File: src/hdl/mpd_pkg.sv
// Shared types and constants for the mouse packet decoder.
`timescale 1ns / 1ps

package mpd_pkg;

    localparam int RX_BITS         = 8;
    localparam int CFG_BITS        = 12;
    localparam int CFG_INDEX_BITS  = 2;
    localparam int HEADER_SYNC_BIT = 3;
    localparam int BTN_BITS        = 3;

    typedef enum logic [CFG_INDEX_BITS-1:0] {
        CFG_ENABLE = 2'd0,
        CFG_WIDTH  = 2'd1,
        CFG_HEIGHT = 2'd2
    } t_cfg_index;

    typedef enum logic [3:0] {
        PH_HEADER = 4'b0001,
        PH_DX     = 4'b0010,
        PH_DY     = 4'b0100,
        PH_WHEEL  = 4'b1000
    } t_phase;

    typedef enum logic {
        KIND_POSITION = 1'b0,
        KIND_SCROLL   = 1'b1
    } t_update_kind;

endpackage

File: src/hdl/mouse_packet_decoder_top.sv
// Top level of the four-byte mouse packet decoder.
//
//   channel  dir  handshake            payload
//   rx byte  in   i_valid / o_stall    i_rx_byte
//   result   out  o_valid / i_stall    o_pos_x .. o_update_kind
//   config   in   i_cfg_we             i_cfg_index, i_cfg_data
//
// One byte per cycle unless the result side stalls. A byte is held in the input
// register, then its result (third/fourth bytes only) lands in the output register.
// Reset is synchronous and clears the framing phase, position, buttons and totals.
// A stalled result holds; one more byte is taken into the input register meanwhile.
`timescale 1ns / 1ps

module mouse_packet_decoder_top
    import mpd_pkg::*;
#(
    parameter int COORD_BITS  = 12,
    parameter int SCROLL_BITS = 16
) (
    input  logic                          i_clk,
    input  logic                          i_rst_n,
    input  logic                          i_cfg_we,
    input  logic [CFG_INDEX_BITS-1:0]     i_cfg_index,
    input  logic [CFG_BITS-1:0]           i_cfg_data,
    input  logic                          i_valid,
    output logic                          o_stall,
    input  logic [RX_BITS-1:0]            i_rx_byte,
    output logic                          o_valid,
    input  logic                          i_stall,
    output logic [COORD_BITS-1:0]         o_pos_x,
    output logic [COORD_BITS-1:0]         o_pos_y,
    output logic                          o_button_left,
    output logic                          o_button_right,
    output logic                          o_button_middle,
    output logic signed [SCROLL_BITS-1:0] o_wheel_x_total,
    output logic signed [SCROLL_BITS-1:0] o_wheel_y_total,
    output logic                          o_update_kind
);

    logic                   r_enable;
    logic [CFG_BITS-1:0]    r_width;
    logic [CFG_BITS-1:0]    r_height;

    logic                   r_in_valid;
    logic [RX_BITS-1:0]     r_in_byte;

    t_phase                 r_phase, n_phase;
    logic [RX_BITS-1:0]     r_header, n_header;
    logic [RX_BITS-1:0]     r_dx, n_dx;
    logic [COORD_BITS-1:0]  r_cur_x, n_cur_x;
    logic [COORD_BITS-1:0]  r_cur_y, n_cur_y;
    logic [BTN_BITS-1:0]    r_buttons, n_buttons;
    logic [SCROLL_BITS-1:0] r_scroll_h, n_scroll_h;
    logic [SCROLL_BITS-1:0] r_scroll_v, n_scroll_v;

    logic                   r_out_valid;
    t_update_kind           r_kind, n_kind;
    logic                   w_emit;

    logic                   w_out_blocked;
    logic                   w_fire;
    logic                   w_accept;
    logic [COORD_BITS-1:0]  w_clamp_x;
    logic [COORD_BITS-1:0]  w_clamp_y;
    logic [SCROLL_BITS-1:0] w_step;

    assign w_out_blocked = r_out_valid && i_stall;
    assign o_stall       = r_in_valid && w_out_blocked;
    assign w_accept      = i_valid && !o_stall;
    assign w_fire        = r_in_valid && !w_out_blocked;
    assign w_step        = SCROLL_BITS'($signed(r_in_byte));

    mpd_clamp #(.COORD_BITS(COORD_BITS)) u_clamp_x (
        .i_cur      (r_cur_x),
        .i_delta    (r_dx),
        .i_subtract (1'b0),
        .i_limit    (r_width),
        .o_pos      (w_clamp_x)
    );

    mpd_clamp #(.COORD_BITS(COORD_BITS)) u_clamp_y (
        .i_cur      (r_cur_y),
        .i_delta    (r_in_byte),
        .i_subtract (1'b1),
        .i_limit    (r_height),
        .o_pos      (w_clamp_y)
    );

    always_comb begin
        n_phase    = r_phase;
        n_header   = r_header;
        n_dx       = r_dx;
        n_cur_x    = r_cur_x;
        n_cur_y    = r_cur_y;
        n_buttons  = r_buttons;
        n_scroll_h = r_scroll_h;
        n_scroll_v = r_scroll_v;
        n_kind     = KIND_POSITION;
        w_emit     = 1'b0;
        if (r_enable) begin
            unique case (r_phase)
                PH_HEADER: begin
                    if (r_in_byte[HEADER_SYNC_BIT]) begin
                        n_header = r_in_byte;
                        n_phase  = PH_DX;
                    end
                end
                PH_DX: begin
                    n_dx    = r_in_byte;
                    n_phase = PH_DY;
                end
                PH_DY: begin
                    n_cur_x   = w_clamp_x;
                    n_cur_y   = w_clamp_y;
                    n_buttons = r_header[BTN_BITS-1:0];
                    n_phase   = PH_WHEEL;
                    n_kind    = KIND_POSITION;
                    w_emit    = 1'b1;
                end
                PH_WHEEL: begin
                    if (r_in_byte[0]) begin
                        n_scroll_v = r_scroll_v + w_step;
                    end else begin
                        n_scroll_h = r_scroll_h + w_step;
                    end
                    n_phase = PH_HEADER;
                    n_kind  = KIND_SCROLL;
                    w_emit  = 1'b1;
                end
                default: begin
                    n_phase = PH_HEADER;
                end
            endcase
        end
    end

    always_ff @(posedge i_clk) begin
        if (!i_rst_n) begin
            r_enable <= 1'b0;
            r_width  <= '0;
            r_height <= '0;
        end else if (i_cfg_we) begin
            unique case (i_cfg_index)
                CFG_ENABLE: r_enable <= i_cfg_data[0];
                CFG_WIDTH:  r_width  <= i_cfg_data;
                CFG_HEIGHT: r_height <= i_cfg_data;
                default: begin
                end
            endcase
        end
    end

    always_ff @(posedge i_clk) begin
        if (!i_rst_n) begin
            r_in_valid <= 1'b0;
        end else if (w_accept) begin
            r_in_valid <= 1'b1;
        end else if (w_fire) begin
            r_in_valid <= 1'b0;
        end
    end

    always_ff @(posedge i_clk) begin
        if (w_accept) begin
            r_in_byte <= i_rx_byte;
        end
    end

    always_ff @(posedge i_clk) begin
        if (!i_rst_n) begin
            r_phase    <= PH_HEADER;
            r_header   <= '0;
            r_dx       <= '0;
            r_cur_x    <= '0;
            r_cur_y    <= '0;
            r_buttons  <= '0;
            r_scroll_h <= '0;
            r_scroll_v <= '0;
        end else if (w_fire) begin
            r_phase    <= n_phase;
            r_header   <= n_header;
            r_dx       <= n_dx;
            r_cur_x    <= n_cur_x;
            r_cur_y    <= n_cur_y;
            r_buttons  <= n_buttons;
            r_scroll_h <= n_scroll_h;
            r_scroll_v <= n_scroll_v;
        end
    end

    always_ff @(posedge i_clk) begin
        if (!i_rst_n) begin
            r_out_valid <= 1'b0;
        end else if (w_fire && w_emit) begin
            r_out_valid <= 1'b1;
        end else if (!i_stall) begin
            r_out_valid <= 1'b0;
        end
    end

    always_ff @(posedge i_clk) begin
        if (w_fire && w_emit) begin
            o_pos_x         <= n_cur_x;
            o_pos_y         <= n_cur_y;
            o_button_left   <= n_buttons[0];
            o_button_right  <= n_buttons[1];
            o_button_middle <= n_buttons[2];
            o_wheel_x_total <= n_scroll_h;
            o_wheel_y_total <= n_scroll_v;
            r_kind          <= n_kind;
        end
    end

    assign o_valid       = r_out_valid;
    assign o_update_kind = r_kind;

    a_result_from_input: assert property (@(posedge i_clk) disable iff (!i_rst_n)
        $rose(o_valid) |-> $past(r_in_valid))
        else $error("result appeared without a buffered request");

    a_held_request: assert property (@(posedge i_clk) disable iff (!i_rst_n)
        (r_in_valid && w_out_blocked) |=> (r_in_valid && $stable(r_in_byte)))
        else $error("buffered request lost while output blocked");

    a_wheel_follows_position: assert property (@(posedge i_clk) disable iff (!i_rst_n)
        (w_fire && w_emit && (r_phase == PH_DY)) |=> (r_phase == PH_WHEEL))
        else $error("position update not followed by wheel phase");

endmodule

File: src/hdl/mpd_clamp.sv
// Pointer axis update: add or subtract a signed byte delta, clamp to 0..limit (limit capped at the COORD_BITS max).
`timescale 1ns / 1ps

module mpd_clamp
    import mpd_pkg::*;
#(
    parameter int COORD_BITS = 12
) (
    input  logic [COORD_BITS-1:0] i_cur,
    input  logic [RX_BITS-1:0]    i_delta,
    input  logic                  i_subtract,
    input  logic [CFG_BITS-1:0]   i_limit,
    output logic [COORD_BITS-1:0] o_pos
);

    localparam int LW = ((COORD_BITS > CFG_BITS) ? COORD_BITS : CFG_BITS) + 2;

    logic signed [LW-1:0] w_cur;
    logic signed [LW-1:0] w_delta;
    logic signed [LW-1:0] w_sum;
    logic signed [LW-1:0] w_limit;
    logic signed [LW-1:0] w_max;
    logic signed [LW-1:0] w_cap;
    logic signed [LW-1:0] w_res;

    assign w_cur   = LW'(i_cur);
    assign w_delta = LW'($signed(i_delta));
    assign w_sum   = i_subtract ? (w_cur - w_delta) : (w_cur + w_delta);
    assign w_limit = LW'(i_limit);
    assign w_max   = LW'({COORD_BITS{1'b1}});
    assign w_cap   = (w_limit > w_max) ? w_max : w_limit;

    always_comb begin
        if (w_sum < 0) begin
            w_res = '0;
        end else if (w_sum > w_cap) begin
            w_res = w_cap;
        end else begin
            w_res = w_sum;
        end
    end

    assign o_pos = w_res[COORD_BITS-1:0];

endmodule

File: config.mk
export PLATFORM = sky130hd
export DESIGN_NAME = mouse_packet_decoder_top
export DESIGN_NICKNAME = d
export VERILOG_FILES = /design/src/hdl/mpd_pkg.sv /design/src/hdl/mouse_packet_decoder_top.sv /design/src/hdl/mpd_clamp.sv
export SDC_FILE = /design/constraint.sdc
export NUM_CORES = 1
export LEC_CHECK = 0
export ABC_AREA = 1
export BUFFER_PORTS_ARGS = -buffer_cell sky130_fd_sc_hd__buf_2
export CAP_MARGIN = 20
export CORE_UTILIZATION = 55
export CTS_CLUSTER_SIZE = 24
export DETAILED_ROUTE_END_ITERATION = 6
export PLACE_DENSITY_LB_ADDON = 0.3
export SLEW_MARGIN = 20
export SYNTH_ARGS = -nofsm -noshare
export SYNTH_HDL_FRONTEND = slang
export SYNTH_SLANG_ARGS = --single-unit
File: constraint.sdc
create_clock -name i_clk -period 4.8 [get_ports i_clk]
set_input_delay 0.72 -clock i_clk [delete_from_list [all_inputs] [get_ports i_clk]]
set_output_delay 0.72 -clock i_clk [all_outputs]
set_load 0.01 [all_outputs]
==> results.txt <==
----------------------------------------------------
[Setup path]
  Kind of launch point of the worst setup path ... register
  Last element of the critical path ... r_cur_y[1]$_SDFFE_PN0P_
  Type of the worst setup path ... reg2reg
  Required time of the critical path ... 5.13 ns
  CP dominant cell by count ... sky130_fd_sc_hd__nand2_1
  Largest delay contributor family on the critical path ... simple AND/OR/NAND/NOR gates
  Cells traversed along the worst timing path ... inv_1 > fa_1 > nand2_1 > nand2_1 > o21ai_0 > inv_1 > a21oi_1 > inv_1 > or2_2 > nand2_1 > inv_1 > ha_1 > nand3_1 > nor4_1 > nand3_1 > nand2_1 > nand2_2 > nand2_2 > nand2_1 > nand2_1 > nand3_1 > nand2_1 > inv_1
  Slack of the worst reg-to-reg path ... 0.93 ns
  Biggest cell delay along the critical path ... 0.48 ns
  Reg2Reg Capture Point ... r_cur_y[1]$_SDFFE_PN0P_
  Slowest cell on the critical path ... sky130_fd_sc_hd__fa_1
  R2r worst-path depth ... 23
  Worst setup path startpoint ... r_in_byte[1]$_DFFE_PP_
  Worst-path fanout max ... 13
  Buffer and inverter count on the worst path ... 5
  Launching point of the worst reg2reg path ... r_in_byte[1]$_DFFE_PP_
  Kind of capture point of the worst setup path ... register
  WP depth ... 23
  Arrival time of the worst setup path ... 4.20 ns

[GRT]
  Overall routing resource usage ... 0.263
  Number of global-route vias before repair ... 8152
  Wire length of the first global-routing pass ... 38500 um
  Total gr overflow ... 0
  Number of antenna violations at the first check in global routing ... 0
  Largest net degree at the start of global routing ... 81

[Layout]
  Number of standard cells in the layout, taps in and fillers out ... 1640
  Diodes inserted ... 0
  Layout overhead on the synthesized area ... 11.3%
  Ratio of cells with drive above 1 in the final layout ... 0.123
  Fillers ... 1639
  Final nets ... 1506

[Floorplan]
  Number of cell rows ... 49
  I/O pin total ... 89
  Area of the die ... 0.0190 mm2
  Width of the chip ... 138 um
  Initial cell density of the core ... 0.563
  Vertical die dimension ... 138 um
  Placeable core region ... 0.0180 mm2

[Routing]
  DRT Pass-1 Iters ... 5
  Post-detailed-route wirelength per cell ... 14.6 um
  Antenna-violating nets left ... 0
  Iteration-0 DRC count of the detailed router ... 560
  Total via count in the routed design ... 8805
  Ratio of routed vias to standard cells ... 5.37
  # DRC ... 0
  Overall routed net length ... 24000 um

[Power]
  Worst IR drop on VDD ... 0.244 mV
  Lkg Pwr ... 5.67 nW
  Power per unit of standard cell area ... 312 mW/mm2

[Yosys]
  Synthesized instance count ... 1322
  Synthesized netlist net count ... 1430
  Count leader, synth ... sky130_fd_sc_hd__nand2_1
  Prevailing post-synth register cell ... sky130_fd_sc_hd__dfxtp_1
  Synth cell count leaders ... 257 x sky130_fd_sc_hd__nand2_1, 215 x sky130_fd_sc_hd__inv_1, 129 x sky130_fd_sc_hd__a21oi_1
  Cell accounting for the most synthesized area ... sky130_fd_sc_hd__edfxtp_1
  Cell types occupying the most area after synthesis ... sky130_fd_sc_hd__edfxtp_1 20%, sky130_fd_sc_hd__dfxtp_1 20%, sky130_fd_sc_hd__nand2_1 9.5%
  Number of warning messages in the yosys log ... 0
  Area fraction of the dominant cell type after synthesis ... 0.201
  Netlist area before placement ... 0.0101 mm2
  Synthesized area per cell ... 7.67 um2
  Flip-flop and latch count after synthesis ... 169
  Netlist cell types ... 47
  Sequential-to-total area share from yosys stat ... 0.401
  Post-synth ARST share ... 0
  Number of flops mapped to enable cells by yosys ... 68

[STA]
  Max-slew violation count ... 0
  Accumulated negative setup slack ... 0 ns
  Final critical delay including setup and external delays ... 3.87 ns
  Final hold vios ... 0
  Skew final ... 0.00935 ns
  Setup repair after global routing missed its margin ... false
  Relative slew slack ... 0.369
  Transition time of the tightest slew-check pin ... 0.946 ns
  Setup violators final ... 0
  Peak clock frequency supported by timing ... 258 MHz
  Final worst-path cycle share ... 0.807

[CTS]
  Cts repair resizes ... 0
  CTS clk-pin slew, worst paths ... 0.07 ns
  Clock latency reported for the late side of the worst-skew pair ... 0.44 ns
  Number of setup buffers added after CTS ... 0
  Count of hold buffers inserted by post-cts repair ... 0
  TritonCTS clock tree ... done
  Total number of H-tree levels ... 4
  Total clock buffers created by CTS ... 17
  Number of buffers between clock root and the deepest sink ... 2
  Cell chosen for the clock root ... sky130_fd_sc_hd__clkbuf_16
  Sinks on Clock Net ... 169

[Min path]
  Worst min-delay path class ... in2reg
  Hold_sp ... i_rx_byte[4]

[Place]
  Count of port buffers added during placement ... 88
  Placed Cells incl. Taps ... 1608
  RePlAce Congestion ... 0.909
  Half-perimeter wire length of the detailed placement result ... 17300 um

[Run]
  Max-cap check violation count ... 0

[Status]
  Result of the run ... finished clean

----------------------------------------------------
[flip-flops by register name, summed over array words and instances, names as in the netlist, 16 cells and up]
name and flops:
o_wheel_x_total 16, o_wheel_y_total 16, r_scroll_h 16, r_scroll_v 16
[area by class of cell]
cell class | instances | area, um2 | share of cell area
Multi-Input combinational cell | 893 | 5050 | 0.447
Sequential cell | 169 | 4060 | 0.360
Inverter | 219 | 822 | 0.0728
Timing Repair Buffer | 98 | 515 | 0.0456
Clock buffer | 19 | 443 | 0.0392
Tap cell | 229 | 287 | 0.0254
Clock inverter | 13 | 111 | 0.00986
[cell families after synthesis]
group | synth area share
adder cells (fa/ha/maj) | 0.103
AND/OR/NAND/NOR | 0.214
XOR/XNOR | 0.0303
AO/OA/AOI/OAI | 0.150
flip-flops | 0.401
buffers and inverters | 0.102
[how the worst min path moves through the flow]
stage	end	slack, ns	depth (start not counted)
floorplan	r_scroll_h[0]$_SDFFE_PN0P_	0.42	2
global placement	r_scroll_h[0]$_SDFFE_PN0P_	0.46	2
detailed placement	r_scroll_h[0]$_SDFFE_PN0P_	0.46	2
CTS	r_in_byte[4]$_DFFE_PP_	0.45	1
global route	r_in_byte[6]$_DFFE_PP_	0.44	1
finish	r_in_byte[4]$_DFFE_PP_	0.46	1
[metrics by stage]
step	worst slack, ns	util	instance area [um2]	power, mW	hold WS, ns
2_1_floorplan	0.0621	-	10100	2.11	0.419
3_3_place_gp	1.13	0.596	10700	2.23	0.459
3_5_place_dp	0.981	0.596	10700	2.24	0.461
4_1_cts	0.961	0.627	11300	3.53	0.449
5_1_grt	0.530	0.627	11300	3.69	0.444
6_report	0.928	0.627	11300	3.53	0.455
[where the power goes]
group	total [mW]	switching, mW	internal (mW)
clock	1.31	0.616	0.690
combinational	0.647	0.417	0.230
sequential	1.57	0.0335	1.54
total	3.53	1.07	2.46
[placed cells by master, fill, tap and decap left out, drive strengths merged, types with 4 or more instances in the layout]
cell type,synthesis,layout
clkinv,0,4
nand3,109,109
buf,7,98
nor3,11,11
nand2,268,268
edfxtp,68,68
or2,5,5
clkbuf,33,19
nor2,89,89
a21oi,133,133
xnor2,15,15
xor2,18,18
ha,77,77
dfxtp,101,101
o21ai,122,122
nand4,7,7
fa,4,4
inv,219,225
nand3b,4,4
a31oi,4,4
[layer usage]
metal  routed length (um)  vias to the layer above  GRT usage
met3                  958                       39     0.0401
li1                     -                     4495          -
met5                    0                        -          0
met1                11400                     4081      0.345
met2                11300                      190      0.442
met4                  428                        0     0.0864
Power figures use the tool's default switching activity.
